===== src/design/swm_pkg.sv =====
// Package of the sliding window maximum unit: default sizes, the window size
// register format and the command and status bundles between its controller and datapath.
package swm_pkg;

  localparam int WINDOW_MAX_DEF   = 64;
  localparam int SAMPLE_WIDTH_DEF = 32;

  localparam int              CFG_WIDTH = 7;
  localparam logic [CFG_WIDTH-1:0] CFG_RESET = 7'd3;

  typedef struct packed {
    logic accept;
    logic rd_head;
    logic rd_tail;
    logic pop_head;
    logic pop_tail;
    logic push;
    logic load_out;
  } swm_cmd_t;

  typedef struct packed {
    logic empty;
    logic expired;
    logic dominated;
    logic emit;
    logic out_free;
  } swm_status_t;

endpackage


===== src/design/swm_ctrl.sv =====
// Controller of the sliding window maximum unit: steps one transaction through
// expiry, back removal, append and result load. Depends on swm_pkg.
module swm_ctrl
  import swm_pkg::*;
(
  input  logic        clk_i,
  input  logic        rst_ni,
  input  logic        in_valid_i,
  output logic        in_ready_o,
  input  swm_status_t status_i,
  output swm_cmd_t    cmd_o
);

  localparam logic [2:0] ST_IDLE     = 3'd0;
  localparam logic [2:0] ST_RD_HEAD  = 3'd1;
  localparam logic [2:0] ST_CHK_HEAD = 3'd2;
  localparam logic [2:0] ST_RD_TAIL  = 3'd3;
  localparam logic [2:0] ST_CHK_TAIL = 3'd4;
  localparam logic [2:0] ST_WRITE    = 3'd5;
  localparam logic [2:0] ST_RD_OUT   = 3'd6;
  localparam logic [2:0] ST_LOAD     = 3'd7;

  logic [2:0] state_q, state_d;

  always_ff @(posedge clk_i or negedge rst_ni) begin
    if (!rst_ni) begin
      state_q <= ST_IDLE;
    end else begin
      state_q <= state_d;
    end
  end

  always_comb begin
    state_d    = state_q;
    cmd_o      = '0;
    in_ready_o = 1'b0;
    unique case (state_q)
      ST_IDLE: begin
        in_ready_o = 1'b1;
        if (in_valid_i) begin
          cmd_o.accept = 1'b1;
          state_d      = ST_RD_HEAD;
        end
      end
      ST_RD_HEAD: begin
        if (status_i.empty) begin
          state_d = ST_WRITE;
        end else begin
          cmd_o.rd_head = 1'b1;
          state_d       = ST_CHK_HEAD;
        end
      end
      ST_CHK_HEAD: begin
        if (status_i.expired) begin
          cmd_o.pop_head = 1'b1;
          state_d        = ST_RD_HEAD;
        end else begin
          state_d = ST_RD_TAIL;
        end
      end
      ST_RD_TAIL: begin
        if (status_i.empty) begin
          state_d = ST_WRITE;
        end else begin
          cmd_o.rd_tail = 1'b1;
          state_d       = ST_CHK_TAIL;
        end
      end
      ST_CHK_TAIL: begin
        if (status_i.dominated) begin
          cmd_o.pop_tail = 1'b1;
          state_d        = ST_RD_TAIL;
        end else begin
          state_d = ST_WRITE;
        end
      end
      ST_WRITE: begin
        cmd_o.push = 1'b1;
        state_d    = status_i.emit ? ST_RD_OUT : ST_IDLE;
      end
      ST_RD_OUT: begin
        cmd_o.rd_head = 1'b1;
        state_d       = ST_LOAD;
      end
      ST_LOAD: begin
        if (status_i.out_free) begin
          cmd_o.load_out = 1'b1;
          state_d        = ST_IDLE;
        end
      end
      default: state_d = ST_IDLE;
    endcase
  end

endmodule


===== src/design/swm_datapath.sv =====
// Datapath of the sliding window maximum unit: candidate memory, ring pointers,
// counters, window size register and output register. Depends on swm_pkg.
module swm_datapath
  import swm_pkg::*;
#(
  parameter int WINDOW_MAX   = WINDOW_MAX_DEF,
  parameter int SAMPLE_WIDTH = SAMPLE_WIDTH_DEF
) (
  input  logic                           clk_i,
  input  logic                           rst_ni,
  input  logic                           cfg_valid_i,
  input  logic [CFG_WIDTH-1:0]           cfg_wdata_i,
  input  logic signed [SAMPLE_WIDTH-1:0] sample_i,
  input  logic                           start_new_i,
  output logic                           out_valid_o,
  input  logic                           out_ready_i,
  output logic signed [SAMPLE_WIDTH-1:0] window_max_o,
  input  swm_cmd_t                       cmd_i,
  output swm_status_t                    status_o
);

  localparam int AW   = (WINDOW_MAX > 1) ? $clog2(WINDOW_MAX) : 1;
  localparam int PW   = $clog2(2 * WINDOW_MAX);
  localparam int CW   = $clog2(WINDOW_MAX + 1);
  localparam int CMPW = (CW > CFG_WIDTH) ? CW : CFG_WIDTH;

  logic signed [SAMPLE_WIDTH-1:0] cand_value_mem [WINDOW_MAX];
  logic [PW-1:0]                  cand_pos_mem   [WINDOW_MAX];

  logic [CFG_WIDTH-1:0]           window_size_q;
  logic signed [SAMPLE_WIDTH-1:0] sample_q;
  logic signed [SAMPLE_WIDTH-1:0] rd_value_q;
  logic [PW-1:0]                  rd_pos_q;
  logic [AW-1:0]                  head_q, tail_q;
  logic [CW-1:0]                  count_q, filled_q;
  logic [PW-1:0]                  pos_q;
  logic                           out_valid_q;
  logic signed [SAMPLE_WIDTH-1:0] window_max_q;

  logic [AW-1:0]   head_next, tail_prev, tail_next, rd_addr;
  logic [PW-1:0]   pos_next;
  logic [CW-1:0]   ws, filled_next;
  logic [CMPW-1:0] cfg_ext;
  logic [PW:0]     age;
  logic            full;

  assign head_next = (head_q == AW'(WINDOW_MAX - 1)) ? '0 : head_q + 1'b1;
  assign tail_next = (tail_q == AW'(WINDOW_MAX - 1)) ? '0 : tail_q + 1'b1;
  assign tail_prev = (tail_q == '0) ? AW'(WINDOW_MAX - 1) : tail_q - 1'b1;
  assign pos_next  = (pos_q == PW'(2 * WINDOW_MAX - 1)) ? '0 : pos_q + 1'b1;
  assign rd_addr   = cmd_i.rd_tail ? tail_prev : head_q;

  assign cfg_ext = CMPW'(window_size_q);

  always_comb begin
    if (window_size_q == '0) begin
      ws = CW'(1);
    end else if (cfg_ext > CMPW'(WINDOW_MAX)) begin
      ws = CW'(WINDOW_MAX);
    end else begin
      ws = CW'(cfg_ext);
    end
  end

  always_comb begin
    if (pos_q >= rd_pos_q) begin
      age = {1'b0, pos_q} - {1'b0, rd_pos_q};
    end else begin
      age = {1'b0, pos_q} + (PW+1)'(2 * WINDOW_MAX) - {1'b0, rd_pos_q};
    end
  end

  assign filled_next = (filled_q == CW'(WINDOW_MAX)) ? filled_q : filled_q + 1'b1;
  assign full        = (count_q >= CW'(WINDOW_MAX));

  assign status_o.empty     = (count_q == '0);
  assign status_o.expired   = (age >= (PW+1)'(ws));
  assign status_o.dominated = (sample_q >= rd_value_q);
  assign status_o.emit      = (filled_next >= ws);
  assign status_o.out_free  = !out_valid_q || out_ready_i;

  always_ff @(posedge clk_i) begin
    if (cmd_i.push) begin
      cand_value_mem[tail_q] <= sample_q;
      cand_pos_mem[tail_q]   <= pos_q;
    end
    if (cmd_i.rd_head || cmd_i.rd_tail) begin
      rd_value_q <= cand_value_mem[rd_addr];
      rd_pos_q   <= cand_pos_mem[rd_addr];
    end
  end

  always_ff @(posedge clk_i) begin
    if (cmd_i.accept) begin
      sample_q <= sample_i;
    end
    if (cmd_i.load_out) begin
      window_max_q <= rd_value_q;
    end
  end

  always_ff @(posedge clk_i or negedge rst_ni) begin
    if (!rst_ni) begin
      window_size_q <= CFG_RESET;
      head_q        <= '0;
      tail_q        <= '0;
      count_q       <= '0;
      filled_q      <= '0;
      pos_q         <= '0;
      out_valid_q   <= 1'b0;
    end else begin
      if (cfg_valid_i) begin
        window_size_q <= cfg_wdata_i;
      end
      if (cmd_i.accept && start_new_i) begin
        head_q   <= '0;
        tail_q   <= '0;
        count_q  <= '0;
        filled_q <= '0;
      end
      if (cmd_i.pop_head) begin
        head_q  <= head_next;
        count_q <= count_q - 1'b1;
      end
      if (cmd_i.pop_tail) begin
        tail_q  <= tail_prev;
        count_q <= count_q - 1'b1;
      end
      if (cmd_i.push) begin
        tail_q   <= tail_next;
        pos_q    <= pos_next;
        filled_q <= filled_next;
        if (full) begin
          head_q <= head_next;
        end else begin
          count_q <= count_q + 1'b1;
        end
      end
      if (cmd_i.load_out) begin
        out_valid_q <= 1'b1;
      end else if (out_ready_i) begin
        out_valid_q <= 1'b0;
      end
    end
  end

  assign out_valid_o  = out_valid_q;
  assign window_max_o = window_max_q;

endmodule


===== src/design/sliding_window_maximum_unit.sv =====
// Sliding window maximum unit: signed samples in, maximum of the last
// window_size samples out, kept with a monotonic deque of candidates.
// Channels: cfg (valid/ready, 7-bit window size, always ready), in (sample_i
// and start_new_i under in_valid_i/in_ready_o), out (window_max_o under
// out_valid_o/out_ready_i). Each transaction is handled one at a time; the
// candidate memory has a single read port, so every examined candidate is first
// read into a register and then compared. A sample is taken in, expired candidates
// are removed at the front and dominated ones at the back, the sample is appended,
// and when a result is due the front candidate is read and loaded into the
// output register.
// No result appears until window_size samples have arrived since the last
// transaction with start_new_i set. Reset empties the deque, clears all
// counters and sets the window size to 3; the candidate memory is not cleared.
// A result waits in the output register while the next item is taken in; if
// the receiver still stalls when the next result is ready, the block holds.
module sliding_window_maximum_unit
  import swm_pkg::*;
#(
  parameter int WINDOW_MAX   = WINDOW_MAX_DEF,
  parameter int SAMPLE_WIDTH = SAMPLE_WIDTH_DEF
) (
  input  logic                           clk_i,
  input  logic                           rst_ni,
  input  logic                           cfg_valid_i,
  output logic                           cfg_ready_o,
  input  logic [CFG_WIDTH-1:0]           cfg_wdata_i,
  input  logic                           in_valid_i,
  output logic                           in_ready_o,
  input  logic signed [SAMPLE_WIDTH-1:0] sample_i,
  input  logic                           start_new_i,
  output logic                           out_valid_o,
  input  logic                           out_ready_i,
  output logic signed [SAMPLE_WIDTH-1:0] window_max_o
);

  swm_cmd_t    cmd;
  swm_status_t status;

  assign cfg_ready_o = 1'b1;

  swm_ctrl u_ctrl (
    .clk_i      (clk_i),
    .rst_ni     (rst_ni),
    .in_valid_i (in_valid_i),
    .in_ready_o (in_ready_o),
    .status_i   (status),
    .cmd_o      (cmd)
  );

  swm_datapath #(
    .WINDOW_MAX   (WINDOW_MAX),
    .SAMPLE_WIDTH (SAMPLE_WIDTH)
  ) u_datapath (
    .clk_i        (clk_i),
    .rst_ni       (rst_ni),
    .cfg_valid_i  (cfg_valid_i),
    .cfg_wdata_i  (cfg_wdata_i),
    .sample_i     (sample_i),
    .start_new_i  (start_new_i),
    .out_valid_o  (out_valid_o),
    .out_ready_i  (out_ready_i),
    .window_max_o (window_max_o),
    .cmd_i        (cmd),
    .status_o     (status)
  );

endmodule


===== config.mk =====
export PLATFORM = sky130hd
export DESIGN_NAME = sliding_window_maximum_unit
export DESIGN_NICKNAME = d
export VERILOG_FILES = /design/src/design/swm_pkg.sv /design/src/design/swm_ctrl.sv /design/src/design/swm_datapath.sv /design/src/design/sliding_window_maximum_unit.sv
export SDC_FILE = /design/constraint.sdc
export NUM_CORES = 2
export LEC_CHECK = 0
export BUFFER_PORTS_ARGS = -buffer_cell sky130_fd_sc_hd__buf_4
export CAP_MARGIN = 30
export CORE_ASPECT_RATIO = 2
export CORE_UTILIZATION = 50
export DETAILED_ROUTE_END_ITERATION = 6
export GPL_ROUTABILITY_DRIVEN = 0
export PLACE_DENSITY_LB_ADDON = 0.3
export REMOVE_ABC_BUFFERS = 1
export SYNTH_ARGS = -nofsm -noshare
export SYNTH_HDL_FRONTEND = slang
export SYNTH_SLANG_ARGS = --single-unit

===== constraint.sdc =====
create_clock -name clk_i -period 5.5 [get_ports clk_i]
set_input_delay 1.375 -clock clk_i [delete_from_list [all_inputs] [get_ports clk_i]]
set_output_delay 1.375 -clock clk_i [all_outputs]
set_load 0.02 [all_outputs]

==> summary.md <==
| Metric | Value |
|---|---|
| Worst Path Arrival | around 5.3 ns |
| Vias per cell | between 6 and 7 |
| Clk pwr share | between 20% and 30% |
| Synth unique cells | 72 |
| Yosys warns | 0 |
| Final worst setup slack | between 0.8 and 0.9 ns |
| Switch Pwr | ~24 mW |
| R2r setup slk | 0.83 ns |
| Combinational cell fraction of total power | a little over a third |
| Switching portion of total power | 38.1% |
| Hold_buf cts | 0 |
| Synth top area share | about three quarters |
| Largest area contributor in the netlist | edfxtp_1 |
| Synthesized area | between 100000 and 150000 µm² |
| DIE WIDTH | about 320 µm |
| RSZ-0062 raised after global routing | no |
| Most frequent CP cell | nand4_1 |
| WS Path Type | flip-flop to flip-flop |
| DRC | 0 |
| Crit-path max FO | 14 |
| Initial core utilization | just over 50% |
| Critical path endpoint category | flip-flop |
| Ys async rst share | under 10% |
| Final Core Density | 56.6% |
| Initial antenna violation count | 27 |
| Final Net Count | between 7000 and 8000 |
| Reg clk slew, reported paths | around 0.07 ns |
| Clk sinks | approximately 2600 |
| I/O pin count | 80 |
| Root buffer cell | clkbuf_16 |
| Clock Latency Late Sink | a little over 0.9 ns |
| Cell chain of the critical path | inv_1, ha_1, nor3b_1, o311ai_0, nor4_1, o21bai_4, buf_4, a31oi_1, nand4_1, nand4_1, or3_1 |
| Largest stage delay, worst path | 0.89 ns |
| Most common flop cell mapped by yosys | edfxtp_1 |
| WP buf/inv | 2 |
| Critical Path RT | just over 6 ns |
| CTS buffer count | around 220 |
| Iteration-0 DRC Markers | a little under 9000 |
| Critical path's top delay family | compound AO/OA/AOI/OAI gates |
| Synth area leaders | edfxtp_1 75%, nand2_1 7.8%, nand3_1 5.3%, mux2i_1 2.5%, a32oi_1 1.1% |
| Hold WS | between 0.4 and 0.5 ns |
| Hold Violations, Final | 0 |
| CTS tree | yes |
| Port bufs | roughly 80 |
| EDFF count, synth | around 2600 |
| Max-cap violation count | 0 |
| P_int | 38.3 mW |
| GRT Overall Usage | around 30% |
| ANT nets after route | 0 |
| CP Launch Type | flip-flop |
| Height of the die | 647 µm |
| Status | complete, no violations |
| Drt wl/cell | between 30 and 40 µm |
| Pleak | approximately 40 nW |
| Rows | about 240 |
| Sequential share of power | a little under 40% |
| Max transition margin | 27.8% |
| PostCTS Resize Cnt | 0 |
| R2r startpoint | u_datapath.tail_q[0] |
| Max VDD drop | about 0.00057 V |
| Fmax | approximately 0.21 GHz |
| Worst Hold Class | primary input to asynchronous set/reset pin |
| Router iterations before antenna repair | 6 |
| Syn avg cell area | 13.7 µm² |
| Area grow syn2layout | 12.4% |
| Worst-margin pin slew | 1.08 ns |
| Grt ovf | 0 |
| Clock skew | between 0.06 and 0.07 ns |
| Cells after Synth | ~7600 |
| Worst path slowest cell | o21bai_4 |
| R2R Path End | u_datapath.rd_value_q[5] |
| Post-route minimum period | roughly 4.7 ns |
| Post-synthesis sequential area ratio | 76.1% |
| # Post-CTS Setup Buffers | 0 |
| Drt total wl | between 300000 and 400000 µm |
| Largest net degree at the start of global routing | 180 |
| Fin crit share | 84.9% |
| Post-DP HPWL | about 180000 µm |
| Seq cells post-synth | 2643 |
| Share of cells above drive strength 1 | ~9.8% |
| Clk buf depth | 4 |
| First-pass GRT wire length | between 400000 and 500000 µm |
| Die area | between 200000 and 250000 µm² |
| Setup-failing EPs final | 0 |
| Worst slack, placed | ~0.98 ns |
| H-tree Lvls | 4 |
| Reg2reg path depth | 11 |
| Core ar. | between 200000 and 250000 µm² |
| Number of global-route vias before repair | 64700 |
| P per Cell Area | 530 nW/µm² |
| Via Count | approximately 67000 |
| Final Max Slew Viols | 0 |
-- power by group through the flow --
stage / sequential, mW / combinational [mW] / clock [mW]
floorplan: 24.8 / 10.9 / 0
global placement: 24.9 / 20.9 / 0
detailed placement: 24.9 / 21.3 / 0
CTS: 24.5 / 21.4 / 15.9
global route: 24.5 / 23.0 / 16.5
finish: 24.5 / 21.7 / 15.8
-- stage by stage --
| step | instance area [µm²] | TNS [ns] | std cells | total power, mW |
|---|---|---|---|---|
| 2_1_floorplan | 102000 | -1520.83 | 7160 | 35.7 |
| 4_1_cts | 117000 | 0 | 10600 | 61.7 |
| 6_report | 117000 | 0 | 10600 | 62.0 |
| 3_5_place_dp | 110000 | 0 | 10200 | 46.1 |
| 5_1_grt | 117000 | 0 | 10600 | 64.0 |
| 3_3_place_gp | 110000 | 0 | 10200 | 45.8 |
-- sequential cells by signal, summed over array words and instances (netlist names) --
signal and count:
u_datapath.cand_value_mem 2048, u_datapath.cand_pos_mem 448, u_datapath.rd_value_q 32, u_datapath.sample_q 32
u_datapath.window_max_o 32, u_datapath.cfg_ext 7, u_datapath.count_q 7, u_datapath.filled_q 7
u_datapath.pos_q 7, u_datapath.rd_pos_q 7, u_datapath.head_q 6, u_datapath.tail_q 6
u_ctrl.state_q 3, u_datapath.out_valid_o 1
-- layer usage --
layer	vias up	track usage, %	part of all wire (%)
li1	28300	-	-
met1	33400	35.3	33
met2	4288	50.6	49
met3	1095	4.91	10
met4	14	19.5	7.4
met5	-	0	0.026
-- synthesized netlist by cell type, types with 6 or more instances --
library cell     n
nand2b_1        10
or3_1           31
edfxtp_1      2599
xnor2_1         12
and3_1          22
nor2_1         103
xor2_1           6
inv_1           57
buf_1           44
dfrtp_1         42
nand2_1       2162
and4_1          14
mux2i_1        257
ha_1            62
o21ai_0         32
a22oi_1          9
or4_1            6
a32oi_1        133
a21o_1          14
clkbuf_1       270
nand3_1       1096
buf_2          132
nand4_1        172
mux2_2           6
a21oi_1         37
nor3_1          13
a31oi_1        170
-- worst max-delay path by stage --
stage | depth (start not counted) | to | startpoint
after CTS | 11 | u_datapath.rd_value_q[19] | u_datapath.count_q[0]
final | 11 | u_datapath.rd_value_q[5] | u_datapath.tail_q[0]
after floorplan | 10 | u_datapath.rd_pos_q[5] | u_datapath.count_q[0]
after global placement | 11 | u_datapath.rd_value_q[19] | u_datapath.count_q[0]
after detailed placement | 11 | u_datapath.rd_value_q[19] | u_datapath.count_q[0]
after global routing | 11 | u_datapath.rd_value_q[19] | u_datapath.count_q[0]
-- cell usage in the layout, fill, tap and decap left out, drive strengths merged, types with 62 or more instances in the layout --
master and count:
nor2 103, nand2 2162, buf 336, inv 65, clkinv 91, ha 62, nand4 172, edfxtp 2599
a32oi 133, clkbuf 266, mux2i 258, a31oi 170, nand3 1096
-- cell type report --
class	count	area [µm²]
fill	16100	89800
clock inverter	131	1250
tap	2737	3420
multi-input combinational	4460	23500
clock buffer	266	5820
inverter	57	214
antenna	14	35.0
timing repair buffer	336	3520
sequential	2643	79200
-- kinds of logic (layout without fill, tap and decap cells) --
group / count (synthesis) / in the layout / synth area share, %
fa+ha+maj: 63 / 63 / 0.765
flops: 2643 / 2643 / 76.1
mux: 266 / 266 / 2.58
buf+inv: 508 / 790 / 2.02
compound gates: 455 / 455 / 3.13
other cells: 1 / 15 / 0.00360
simple gates: 3657 / 3657 / 15.3
xor+xnor: 18 / 18 / 0.152
No activity file was read; power rests on OpenSTA's default activity.
